File: src/hw/rtl/rpid_pkg.sv
// Package for the three-axis rate PID block: fixed widths, gain reset values,
// multiplier operand codes and the controller/datapath command and status structs.
// No dependencies.
package rpid_pkg;

    localparam int GAIN_W    = 24;   // Q8.16 gains, also the multiplier chunk width
    localparam int DT_W      = 20;   // Q0.20 step period
    localparam int DT_FRAC   = 20;
    localparam int GAIN_FRAC = 16;
    localparam int NUM_GAINS = 6;
    localparam int CFG_IDX_W = 3;
    localparam int CLAMP_W   = 48;   // magnitude width of a clamped term
    localparam int TERM_W    = 49;   // signed clamped term / derivative
    localparam int SUM_W     = 50;   // sum of three clamped terms

    localparam logic [CLAMP_W-1:0] TERM_CLAMP = 48'h8000_0000_0000;

    localparam logic [GAIN_W-1:0] GAIN_RESET [NUM_GAINS] = '{
        24'd39322, 24'd229376, 24'd1966, 24'd131072, 24'd0, 24'd0
    };

    typedef enum logic [1:0] {
        OP_E_DT,
        OP_E_KP,
        OP_I_KI,
        OP_D_KD
    } rpid_op_t;

    typedef struct packed {
        logic     load_in;
        logic     clear;
        logic     err;
        logic     mul_load;
        logic     mul_step;
        logic     integ;
        logic     div_load;
        logic     div_step;
        logic     deriv;
        logic     term_add;
        logic     axis_write;
        logic     publish;
        rpid_op_t op_sel;
        logic [1:0] axis;
    } rpid_cmd_t;

    typedef struct packed {
        logic out_full;
    } rpid_status_t;

endpackage

File: src/hw/rtl/rpid_ctrl.sv
// Sequencer for the rate PID: walks each axis through error, integral,
// derivative division and the three gain terms. Uses rpid_pkg.
module rpid_ctrl #(
    parameter int NCH = 2,
    parameter int NW  = 54
) (
    input  logic                  clk,
    input  logic                  rst_n,
    input  logic                  s_tvalid,
    input  logic                  s_tuser,
    output logic                  s_tready,
    input  rpid_pkg::rpid_status_t status,
    output rpid_pkg::rpid_cmd_t    cmd
);

    localparam int CNT_W = $clog2(NW + 1);

    typedef enum logic [3:0] {
        ST_IDLE,
        ST_CLEAR,
        ST_ERR,
        ST_ILOAD,
        ST_IMUL,
        ST_INTEG,
        ST_DIV,
        ST_DERIV,
        ST_TLOAD,
        ST_TMUL,
        ST_TADD,
        ST_AXOUT,
        ST_PUB
    } state_t;

    state_t           state_reg;
    logic [CNT_W-1:0] cnt_reg;
    logic [1:0]       axis_reg;
    logic [1:0]       term_reg;

    always_ff @(posedge clk or negedge rst_n)
    begin
        if (!rst_n)
        begin
            state_reg <= ST_IDLE;
            cnt_reg   <= '0;
            axis_reg  <= '0;
            term_reg  <= '0;
        end
        else
        begin
            unique case (state_reg)
                ST_IDLE:
                begin
                    axis_reg <= '0;
                    if (s_tvalid)
                    begin
                        state_reg <= s_tuser ? ST_CLEAR : ST_ERR;
                    end
                end
                ST_CLEAR: state_reg <= ST_PUB;
                ST_ERR:   state_reg <= ST_ILOAD;
                ST_ILOAD:
                begin
                    state_reg <= ST_IMUL;
                    cnt_reg   <= CNT_W'(NCH - 1);
                end
                ST_IMUL:
                begin
                    if (cnt_reg == '0)
                    begin
                        state_reg <= ST_INTEG;
                    end
                    else
                    begin
                        cnt_reg <= cnt_reg - 1'b1;
                    end
                end
                ST_INTEG:
                begin
                    state_reg <= ST_DIV;
                    cnt_reg   <= CNT_W'(NW - 1);
                end
                ST_DIV:
                begin
                    if (cnt_reg == '0)
                    begin
                        state_reg <= ST_DERIV;
                    end
                    else
                    begin
                        cnt_reg <= cnt_reg - 1'b1;
                    end
                end
                ST_DERIV:
                begin
                    state_reg <= ST_TLOAD;
                    term_reg  <= '0;
                end
                ST_TLOAD:
                begin
                    state_reg <= ST_TMUL;
                    cnt_reg   <= CNT_W'(NCH - 1);
                end
                ST_TMUL:
                begin
                    if (cnt_reg == '0)
                    begin
                        state_reg <= ST_TADD;
                    end
                    else
                    begin
                        cnt_reg <= cnt_reg - 1'b1;
                    end
                end
                ST_TADD:
                begin
                    if (term_reg == 2'd2)
                    begin
                        state_reg <= ST_AXOUT;
                    end
                    else
                    begin
                        term_reg  <= term_reg + 1'b1;
                        state_reg <= ST_TLOAD;
                    end
                end
                ST_AXOUT:
                begin
                    if (axis_reg == 2'd2)
                    begin
                        state_reg <= ST_PUB;
                    end
                    else
                    begin
                        axis_reg  <= axis_reg + 1'b1;
                        state_reg <= ST_ERR;
                    end
                end
                ST_PUB:
                begin
                    // hold until the output register is free
                    if (!status.out_full)
                    begin
                        state_reg <= ST_IDLE;
                    end
                end
                default: state_reg <= ST_IDLE;
            endcase
        end
    end

    assign s_tready = (state_reg == ST_IDLE);

    always_comb
    begin
        cmd            = '0;
        cmd.axis       = axis_reg;
        cmd.load_in    = (state_reg == ST_IDLE) && s_tvalid;
        cmd.clear      = (state_reg == ST_CLEAR);
        cmd.err        = (state_reg == ST_ERR);
        cmd.mul_load   = (state_reg == ST_ILOAD) || (state_reg == ST_TLOAD);
        cmd.mul_step   = (state_reg == ST_IMUL) || (state_reg == ST_TMUL);
        cmd.integ      = (state_reg == ST_INTEG);
        cmd.div_load   = (state_reg == ST_INTEG);
        cmd.div_step   = (state_reg == ST_DIV);
        cmd.deriv      = (state_reg == ST_DERIV);
        cmd.term_add   = (state_reg == ST_TADD);
        cmd.axis_write = (state_reg == ST_AXOUT);
        cmd.publish    = (state_reg == ST_PUB) && !status.out_full;
        if (state_reg == ST_ILOAD)
        begin
            cmd.op_sel = rpid_pkg::OP_E_DT;
        end
        else
        begin
            case (term_reg)
                2'd0:    cmd.op_sel = rpid_pkg::OP_E_KP;
                2'd1:    cmd.op_sel = rpid_pkg::OP_I_KI;
                default: cmd.op_sel = rpid_pkg::OP_D_KD;
            endcase
        end
    end

endmodule

File: src/hw/rtl/rpid_dp.sv
// Datapath for the rate PID: input capture, per-axis state, a shared
// chunked multiplier, a bit-serial divider and the output register. Uses rpid_pkg.
module rpid_dp #(
    parameter int RW  = 32,
    parameter int IW  = 48,
    parameter int NCH = 2,
    parameter int NW  = 54
) (
    input  logic                                 clk,
    input  logic                                 rst_n,
    input  rpid_pkg::rpid_cmd_t                  cmd,
    output rpid_pkg::rpid_status_t               status,
    input  logic signed [RW-1:0]                 des_in  [3],
    input  logic signed [RW-1:0]                 meas_in [3],
    input  logic [rpid_pkg::DT_W-1:0]            dt_in,
    input  logic [rpid_pkg::GAIN_W-1:0]          gain    [rpid_pkg::NUM_GAINS],
    output logic signed [RW-1:0]                 out_axis [3],
    output logic                                 out_valid,
    input  logic                                 out_ready
);

    localparam int GW    = rpid_pkg::GAIN_W;
    localparam int DTW   = rpid_pkg::DT_W;
    localparam int AW    = NCH * GW;
    localparam int PW    = AW + GW;
    localparam int TW    = rpid_pkg::TERM_W;
    localparam int CW    = rpid_pkg::CLAMP_W;
    localparam int SW    = rpid_pkg::SUM_W;
    localparam int QW    = (NW > CW) ? NW : CW;

    localparam logic signed [PW+1:0] IMAX = {{(PW + 3 - IW){1'b0}}, {(IW - 1){1'b1}}};
    localparam logic signed [PW+1:0] IMIN = ~IMAX;
    localparam logic signed [SW-1:0] SMAX = {{(SW - RW + 1){1'b0}}, {(RW - 1){1'b1}}};
    localparam logic signed [SW-1:0] SMIN = ~SMAX;

    logic signed [RW-1:0] des_reg  [3];
    logic signed [RW-1:0] meas_reg [3];
    logic [DTW-1:0]       dt_reg;
    logic signed [RW:0]   e_reg;
    logic signed [RW+1:0] diff_reg;
    logic signed [RW:0]   prev_reg  [3];
    logic signed [IW-1:0] integ_reg [3];
    logic [AW-1:0]        opnd_reg;
    logic [GW-1:0]        k_reg;
    logic                 neg_reg;
    logic [PW-1:0]        acc_reg;
    logic [DTW-1:0]       rem_reg;
    logic [NW-1:0]        num_reg;
    logic [NW-1:0]        quo_reg;
    logic signed [TW-1:0] d_reg;
    logic signed [SW-1:0] sum_reg;
    logic signed [RW-1:0] res_reg [3];
    logic signed [RW-1:0] out_reg [3];
    logic                 valid_reg;

    logic signed [RW:0]   e_calc;
    logic signed [RW+1:0] diff_calc;
    logic [RW:0]          e_mag;
    logic [IW-1:0]        i_mag;
    logic [TW-1:0]        d_mag;
    logic [RW+1:0]        diff_mag;
    logic [2:0]           gbase;
    logic [AW-1:0]        opnd_sel;
    logic [GW-1:0]        k_sel;
    logic [2*GW-1:0]      prod;
    logic signed [PW:0]   sprod;
    logic signed [PW:0]   inc;
    logic signed [PW+1:0] isum;
    logic signed [IW-1:0] integ_sat;
    logic [DTW:0]         trial;
    logic                 ge;
    logic [QW-1:0]        quo_x;
    logic [CW-1:0]        q_cl;
    logic [PW:0]          t_raw;
    logic [CW-1:0]        t_cl;
    logic signed [SW-1:0] t_s;
    logic signed [SW-1:0] sum_new;
    logic signed [RW-1:0] sum_sat;

    always_comb
    begin
        e_calc    = (RW + 1)'(des_reg[cmd.axis]) - (RW + 1)'(meas_reg[cmd.axis]);
        diff_calc = (RW + 2)'(e_calc) - (RW + 2)'(prev_reg[cmd.axis]);

        e_mag    = e_reg[RW] ? (RW + 1)'(-e_reg) : (RW + 1)'(e_reg);
        i_mag    = integ_reg[cmd.axis][IW-1] ? IW'(-integ_reg[cmd.axis])
                                             : IW'(integ_reg[cmd.axis]);
        d_mag    = d_reg[TW-1] ? TW'(-d_reg) : TW'(d_reg);
        diff_mag = diff_reg[RW+1] ? (RW + 2)'(-diff_reg) : (RW + 2)'(diff_reg);

        gbase = (cmd.axis == 2'd2) ? 3'd3 : 3'd0;
        case (cmd.op_sel)
            rpid_pkg::OP_E_DT:
            begin
                opnd_sel = AW'(e_mag);
                k_sel    = GW'(dt_reg);
            end
            rpid_pkg::OP_E_KP:
            begin
                opnd_sel = AW'(e_mag);
                k_sel    = gain[gbase];
            end
            rpid_pkg::OP_I_KI:
            begin
                opnd_sel = AW'(i_mag);
                k_sel    = gain[gbase + 3'd1];
            end
            default:
            begin
                opnd_sel = AW'(d_mag);
                k_sel    = gain[gbase + 3'd2];
            end
        endcase

        prod = opnd_reg[AW-1 -: GW] * k_reg;

        // signed e*dt, rounded half up to Q.0 in rate units and added with saturation
        sprod = neg_reg ? -$signed({1'b0, acc_reg}) : $signed({1'b0, acc_reg});
        inc   = (sprod + (PW + 1)'(1 << (rpid_pkg::DT_FRAC - 1))) >>> rpid_pkg::DT_FRAC;
        isum  = (PW + 2)'(integ_reg[cmd.axis]) + (PW + 2)'(inc);
        if (isum > IMAX)
        begin
            integ_sat = IW'(IMAX);
        end
        else if (isum < IMIN)
        begin
            integ_sat = IW'(IMIN);
        end
        else
        begin
            integ_sat = IW'(isum);
        end

        trial = {rem_reg, num_reg[NW-1]};
        ge    = (trial >= {1'b0, dt_reg});

        quo_x = QW'(quo_reg);
        q_cl  = (quo_x > QW'(rpid_pkg::TERM_CLAMP)) ? rpid_pkg::TERM_CLAMP : CW'(quo_x);

        t_raw = ((PW + 1)'(acc_reg) + (neg_reg ? (PW + 1)'(32767) : (PW + 1)'(32768)))
                >> rpid_pkg::GAIN_FRAC;
        t_cl  = (t_raw > (PW + 1)'(rpid_pkg::TERM_CLAMP)) ? rpid_pkg::TERM_CLAMP : CW'(t_raw);
        t_s   = SW'({1'b0, t_cl});
        sum_new = neg_reg ? (sum_reg - t_s) : (sum_reg + t_s);

        if (sum_reg > SMAX)
        begin
            sum_sat = RW'(SMAX);
        end
        else if (sum_reg < SMIN)
        begin
            sum_sat = RW'(SMIN);
        end
        else
        begin
            sum_sat = RW'(sum_reg);
        end
    end

    // per-axis state and output handshake
    always_ff @(posedge clk or negedge rst_n)
    begin
        if (!rst_n)
        begin
            for (int i = 0; i < 3; i++)
            begin
                prev_reg[i]  <= '0;
                integ_reg[i] <= '0;
            end
            valid_reg <= 1'b0;
        end
        else
        begin
            if (cmd.clear)
            begin
                for (int i = 0; i < 3; i++)
                begin
                    prev_reg[i]  <= '0;
                    integ_reg[i] <= '0;
                end
            end
            if (cmd.integ)
            begin
                integ_reg[cmd.axis] <= integ_sat;
            end
            if (cmd.axis_write)
            begin
                prev_reg[cmd.axis] <= e_reg;
            end
            if (cmd.publish)
            begin
                valid_reg <= 1'b1;
            end
            else if (out_ready)
            begin
                valid_reg <= 1'b0;
            end
        end
    end

    // working registers
    always_ff @(posedge clk)
    begin
        if (cmd.load_in)
        begin
            des_reg  <= des_in;
            meas_reg <= meas_in;
            dt_reg   <= dt_in;
        end
        if (cmd.err)
        begin
            e_reg    <= e_calc;
            diff_reg <= diff_calc;
            sum_reg  <= '0;
        end
        if (cmd.mul_load)
        begin
            opnd_reg <= opnd_sel;
            k_reg    <= k_sel;
            acc_reg  <= '0;
            case (cmd.op_sel)
                rpid_pkg::OP_E_DT, rpid_pkg::OP_E_KP: neg_reg <= e_reg[RW];
                rpid_pkg::OP_I_KI: neg_reg <= integ_reg[cmd.axis][IW-1];
                default:           neg_reg <= d_reg[TW-1];
            endcase
        end
        if (cmd.mul_step)
        begin
            acc_reg  <= (acc_reg << GW) + PW'(prod);
            opnd_reg <= opnd_reg << GW;
        end
        if (cmd.div_load)
        begin
            num_reg <= {diff_mag, {rpid_pkg::DT_FRAC{1'b0}}} + NW'(dt_reg >> 1);
            rem_reg <= '0;
            quo_reg <= '0;
        end
        if (cmd.div_step)
        begin
            rem_reg <= ge ? DTW'(trial - {1'b0, dt_reg}) : DTW'(trial);
            quo_reg <= {quo_reg[NW-2:0], ge};
            num_reg <= num_reg << 1;
        end
        if (cmd.deriv)
        begin
            if (dt_reg == '0)
            begin
                d_reg <= '0;
            end
            else
            begin
                d_reg <= diff_reg[RW+1] ? -$signed({1'b0, q_cl}) : $signed({1'b0, q_cl});
            end
        end
        if (cmd.term_add)
        begin
            sum_reg <= sum_new;
        end
        if (cmd.clear)
        begin
            for (int i = 0; i < 3; i++)
            begin
                res_reg[i] <= '0;
            end
        end
        if (cmd.axis_write)
        begin
            res_reg[cmd.axis] <= sum_sat;
        end
        if (cmd.publish)
        begin
            out_reg <= res_reg;
        end
    end

    assign status.out_full = valid_reg && !out_ready;
    assign out_axis        = out_reg;
    assign out_valid       = valid_reg;

endmodule

File: src/hw/rtl/three_axis_rate_pid_top.sv
// Three-axis rate PID controller, top level.
// A control step walks each axis through error, integral, bit-serial derivative division
// (NW = RATE_WIDTH + 22 divider bits) and the three gain terms on the shared 24x24
// multiplier (NCH chunks). A clear command goes straight to publishing its zero result.
// No new input is taken until the previous result has moved to the output register.
// Reset (rst_n low) clears state and restores the gain values.
module three_axis_rate_pid_top #(
    parameter int RATE_WIDTH     = 32,
    parameter int INTEGRAL_WIDTH = 48,
    localparam int IN_W  = ((6 * RATE_WIDTH + rpid_pkg::DT_W + 7) / 8) * 8,
    localparam int OUT_W = ((3 * RATE_WIDTH + 7) / 8) * 8
) (
    input  logic                              clk,
    input  logic                              rst_n,
    input  logic                              s_tvalid,
    output logic                              s_tready,
    // desired_roll, desired_pitch, desired_yaw, measured_roll, measured_pitch,
    // measured_yaw, step_period
    input  logic [IN_W-1:0]                   s_tdata,
    // command
    input  logic                              s_tuser,
    output logic                              m_tvalid,
    input  logic                              m_tready,
    // out_roll, out_pitch, out_yaw
    output logic [OUT_W-1:0]                  m_tdata,
    input  logic                              cfg_valid,
    output logic                              cfg_ready,
    input  logic [rpid_pkg::CFG_IDX_W-1:0]    cfg_index,
    input  logic [rpid_pkg::GAIN_W-1:0]       cfg_data
);

    localparam int RW  = RATE_WIDTH;
    localparam int MW0 = (RW + 1 > INTEGRAL_WIDTH) ? RW + 1 : INTEGRAL_WIDTH;
    localparam int MW  = (MW0 > rpid_pkg::CLAMP_W) ? MW0 : rpid_pkg::CLAMP_W;
    localparam int NCH = (MW + rpid_pkg::GAIN_W - 1) / rpid_pkg::GAIN_W;
    localparam int NW  = RW + 2 + rpid_pkg::DT_FRAC;

    logic [rpid_pkg::GAIN_W-1:0] gain_reg [rpid_pkg::NUM_GAINS];
    logic signed [RW-1:0]        des      [3];
    logic signed [RW-1:0]        meas     [3];
    logic signed [RW-1:0]        out_axis [3];
    rpid_pkg::rpid_cmd_t         cmd;
    rpid_pkg::rpid_status_t      status;

    always_ff @(posedge clk or negedge rst_n)
    begin
        if (!rst_n)
        begin
            gain_reg <= rpid_pkg::GAIN_RESET;
        end
        else if (cfg_valid)
        begin
            // indexes beyond the gain list drop the transfer
            for (int i = 0; i < rpid_pkg::NUM_GAINS; i++)
            begin
                if (cfg_index == rpid_pkg::CFG_IDX_W'(i))
                begin
                    gain_reg[i] <= cfg_data;
                end
            end
        end
    end

    assign cfg_ready = 1'b1;

    always_comb
    begin
        for (int i = 0; i < 3; i++)
        begin
            des[i]  = s_tdata[i * RW +: RW];
            meas[i] = s_tdata[(i + 3) * RW +: RW];
        end
    end

    rpid_ctrl #(
        .NCH (NCH),
        .NW  (NW)
    ) u_ctrl (
        .clk      (clk),
        .rst_n    (rst_n),
        .s_tvalid (s_tvalid),
        .s_tuser  (s_tuser),
        .s_tready (s_tready),
        .status   (status),
        .cmd      (cmd)
    );

    rpid_dp #(
        .RW  (RW),
        .IW  (INTEGRAL_WIDTH),
        .NCH (NCH),
        .NW  (NW)
    ) u_dp (
        .clk       (clk),
        .rst_n     (rst_n),
        .cmd       (cmd),
        .status    (status),
        .des_in    (des),
        .meas_in   (meas),
        .dt_in     (s_tdata[6 * RW +: rpid_pkg::DT_W]),
        .gain      (gain_reg),
        .out_axis  (out_axis),
        .out_valid (m_tvalid),
        .out_ready (m_tready)
    );

    assign m_tdata = OUT_W'({out_axis[2], out_axis[1], out_axis[0]});

endmodule

File: config.mk
export PLATFORM = sky130hd
export DESIGN_NAME = three_axis_rate_pid_top
export DESIGN_NICKNAME = d
export VERILOG_FILES = /design/src/hw/rtl/rpid_pkg.sv /design/src/hw/rtl/rpid_ctrl.sv /design/src/hw/rtl/rpid_dp.sv /design/src/hw/rtl/three_axis_rate_pid_top.sv
export SDC_FILE = /design/constraint.sdc
export NUM_CORES = 2
export LEC_CHECK = 0
export BUFFER_PORTS_ARGS = -buffer_cell sky130_fd_sc_hd__buf_2
export CAP_MARGIN = 20
export CORE_UTILIZATION = 50
export DETAILED_ROUTE_END_ITERATION = 12
export PLACE_DENSITY = 0.66
export SYNTH_ARGS = -nofsm -noshare
export SYNTH_HDL_FRONTEND = slang
export SYNTH_SLANG_ARGS = --single-unit
File: constraint.sdc
create_clock -name clk -period 12.6 [get_ports clk]
set_input_delay 1.89 -clock clk [delete_from_list [all_inputs] [get_ports clk]]
set_output_delay 1.89 -clock clk [all_outputs]
set_load 0.01 [all_outputs]
==> results.cfg <==
[flow_run]
cap_violations = 0

[layout]
final_standard_cell_utilization_of_the_core_pct = 55.4
final_net_count = 10207
drive_gt1_share_pct = 10.2
syn2layout_area_growth_pct = 10.0
fillers = 15235

[routing]
postRouteWirelength_um = 249000
dr.pass1.iters = 6
drc_errors = 0
avgViaCountPerCell = 5.86
wire_per_inst_um = 21.7
starting_drt_drc_count = 6085
ant_nets = 0
vias = 67319

[grt]
met3_resource_use_gr_pct = 3.86
grt_met1_usage_pct = 38.1
grt_antenna_before_repair = 16
global_route_wire_length_before_repair_um = 387000
global_route.usage.met2_pct = 45.6
grt_pass1_vias = 66451
grt_start_max_net_pins = 174
grtUsageTotal_pct = 28.1
grt_busiest_layer = met2
globalRoute.totalOverflow = 0

[die]
coreArea_mm2 = 0.174
total_die_area_mm2 = 0.176
io-pin-count = 348
die-height_um = 420
chipWidth_um = 420
starting_density_of_the_core_pct = 50.3
rows = 153

[critical_path]
start_kind = flop
timing.critical_path.slowest_stage_cell = sky130_fd_sc_hd__edfxtp_1
worstSetupEndpointType = flop
timing.critical_path.required_ns = 13.10
critPathKind = flop to flop
max_stage_delay_ns = 0.91
worstPathMaxFanout = 28
worst_ep_arrival_time_ns = 11.44

[logic_synthesis]
leading_register_cell_type_out_of_synthesis = sky130_fd_sc_hd__edfxtp_1
synth.net_count = 10095
synth_seq_area_share_pct = 39.1
netlist_instances = 8923
post_synthesis_share_of_cell_area_spent_on_xor_and_xnor_gates_pct = 5.25
synth.yosys.warnings = 0
dominant_combinational_cell_family_by_area_after_synthesis = adder cells
post_synth_num_cell_types = 93
mappedNetlistArea_mm2 = 0.0874
synth_edf_count = 722
synthSimpleGateAreaFrac_pct = 15.4
yosys_register_bits = 1245
yosys-mux-area-fraction_pct = 4.72
synth-compound-area-share_pct = 12.8
postSynthAreaPerCell_um2 = 9.79
synthAdderAreaFrac_pct = 17.6
synth-async-reset-ratio_pct = 32.3

[clocking]
tritoncts = yes
cts_resized = 0
clkLatencyLatePin_ns = 0.78
cts.htree.levels = 4
holdBufCountCts = 0
post_cts.repair.setup_buffers = 0
clk_pin_slew_worst_paths_ns = 0.06
numCtsBuffers = 137
root_buffer = sky130_fd_sc_hd__clkbuf_16
cts-root-to-sink-buffers = 3
cts_sinks = 1245

[sta]
maxSlewHeadroom_pct = 20.3
timing_max_transition_violations_final = 0
final_hold_viol_count = 0
final_period_minus_worst_setup_slack_ns = 10.94
setup_repair_after_global_routing_missed_its_margin = false
setup_viol = 0
maxClockFrequency_mhz = 91.4
worst_pin_slew_ns = 1.20
total_negative_setup_slacks_ns = 0
min_period_over_period_pct = 86.8
clock_skew_ns = 0.0410

[min_path]
hold_path.class = flop to flop

[placement]
port_buffers = 342
detailed_place_hpwl_um = 181000
gp_routability_congestion = 0.983

[outcome]
run_status = finished clean
## final cells by class
class                      count  area [µm²]  area share [%]
multi-input combinational   6510       49000            51.0
sequential                  1245       34200            35.6
clock buffer                 185        3730            3.88
tap                         2325        2910            3.03
timing repair buffer         458        2790            2.90
inverter                     683        2570            2.67
clock inverter                68         881           0.916
antenna                       18        45.0          0.0468
## synthesized netlist by cell type, types with 20 or more instances
cell / instances / area share [%]
sky130_fd_sc_hd__nor2b_1: 55 / 0.39
sky130_fd_sc_hd__clkbuf_1: 413 / 1.8
sky130_fd_sc_hd__xnor2_1: 346 / 3.5
sky130_fd_sc_hd__o21a_1: 38 / 0.33
sky130_fd_sc_hd__o211ai_1: 34 / 0.29
sky130_fd_sc_hd__dfrtp_1: 382 / 11
sky130_fd_sc_hd__nand2b_1: 64 / 0.46
sky130_fd_sc_hd__o22ai_1: 47 / 0.34
sky130_fd_sc_hd__edfxtp_1: 722 / 25
sky130_fd_sc_hd__and3_1: 40 / 0.29
sky130_fd_sc_hd__a31oi_1: 51 / 0.37
sky130_fd_sc_hd__o21bai_1: 26 / 0.22
sky130_fd_sc_hd__o41ai_1: 30 / 0.30
sky130_fd_sc_hd__a211oi_1: 65 / 0.56
sky130_fd_sc_hd__and2_1: 282 / 2.0
sky130_fd_sc_hd__a22o_1: 90 / 0.90
sky130_fd_sc_hd__mux2i_1: 240 / 2.7
sky130_fd_sc_hd__nor3_1: 127 / 0.73
sky130_fd_sc_hd__mux2_2: 153 / 2.0
sky130_fd_sc_hd__nor2_1: 555 / 2.4
sky130_fd_sc_hd__o21ai_0: 577 / 3.3
sky130_fd_sc_hd__nor4_1: 54 / 0.39
sky130_fd_sc_hd__or2_2: 32 / 0.23
sky130_fd_sc_hd__o2bb2ai_1: 22 / 0.22
sky130_fd_sc_hd__xor2_1: 178 / 1.8
sky130_fd_sc_hd__inv_1: 680 / 2.9
sky130_fd_sc_hd__a21o_1: 126 / 1.1
sky130_fd_sc_hd__or3_1: 85 / 0.61
sky130_fd_sc_hd__buf_1: 57 / 0.24
sky130_fd_sc_hd__nand3_1: 279 / 1.6
sky130_fd_sc_hd__o31ai_1: 70 / 0.60
sky130_fd_sc_hd__a21oi_1: 461 / 2.6
sky130_fd_sc_hd__nand4_1: 54 / 0.39
sky130_fd_sc_hd__ha_1: 410 / 5.9
sky130_fd_sc_hd__fa_1: 513 / 12
sky130_fd_sc_hd__or4_1: 44 / 0.38
sky130_fd_sc_hd__nand2_1: 1126 / 4.8
sky130_fd_sc_hd__dfstp_2: 20 / 0.60
sky130_fd_sc_hd__dfxtp_1: 121 / 2.8
## path summary, 6_finish.rpt
kind	from	end	slack, ns	cells after the start
max	u_dp.neg_reg$_DFFE_PN_	u_dp.sum_reg[48]$_SDFFCE_PN0P_	1.66	31
max reg2reg	u_dp.neg_reg$_DFFE_PN_	u_dp.sum_reg[48]$_SDFFCE_PN0P_	1.66	31
min	u_dp.res_reg[67]$_DFF_P_	u_dp.out_axis[67]$_DFFE_PP_	0.42	0
min reg2reg	u_dp.res_reg[67]$_DFF_P_	u_dp.out_axis[67]$_DFFE_PP_	0.42	0
min in group asynchronous	rst_n	gain_reg[98]$_DFFE_PN0P_	1.11	1
max in group asynchronous	rst_n	u_ctrl.axis_reg[1]$_DFFE_PN0P_	8.96	3
## routing by layer
metal | up-vias | wire length [µm]
met4 | 2 | 9580
met2 | 2228 | 118000
met5 | - | 12
met3 | 431 | 14400
met1 | 33487 | 106000
li1 | 31171 | -
## metrics by stage
step / instance area, µm² / setup WS (ns) / hold WS [ns] / cells
2_1_floorplan: 87400 / 3.69 / 0.408 / 8923
3_3_place_gp: 91300 / 2.05 / 0.413 / 11210
4_1_cts: 96000 / 1.82 / 0.426 / 11470
3_5_place_dp: 91400 / 1.90 / 0.414 / 11217
5_1_grt: 96200 / 1.10 / 0.435 / 11487
6_report: 96200 / 1.66 / 0.422 / 11492
## cell usage in the layout, fill, tap and decap left out, drive strengths merged, types with 51 or more instances in the layout
cell / count
clkbuf: 186
a211oi: 65
nand2: 1127
dfxtp: 121
a31oi: 51
o31ai: 71
nor2b: 55
xor2: 178
edfxtp: 722
nor3: 128
mux2i: 240
nand2b: 64
buf: 457
a22o: 90
or3: 88
inv: 686
a21o: 126
nand4: 54
mux2: 153
o21ai: 592
and2: 283
xnor2: 346
dfrtp: 382
nand3: 279
nor4: 57
nor2: 555
ha: 410
a21oi: 461
fa: 513
## worst max-delay path, delay by kind of cell (launching register included)
family / cells / cell delay [ns]
AO/OA/AOI/OAI: 12 / 3.74
adder cells (fa/ha/maj): 3 / 1.04
XOR/XNOR: 1 / 0.17
AND/OR/NAND/NOR: 12 / 3.99
flip-flops: 1 / 0.91
buffers and inverters: 3 / 0.79
## cells by family after synthesis
kind of cell    Yosys count
simple gates           2865
compound gates         1804
flops                  1245
buf+inv                1168
fa+ha+maj               923
xor+xnor                524
mux                     393
other cells               1
Power is not shown: default switching activity piles up to over one toggle a cycle in this logic, so the estimate is an artifact.
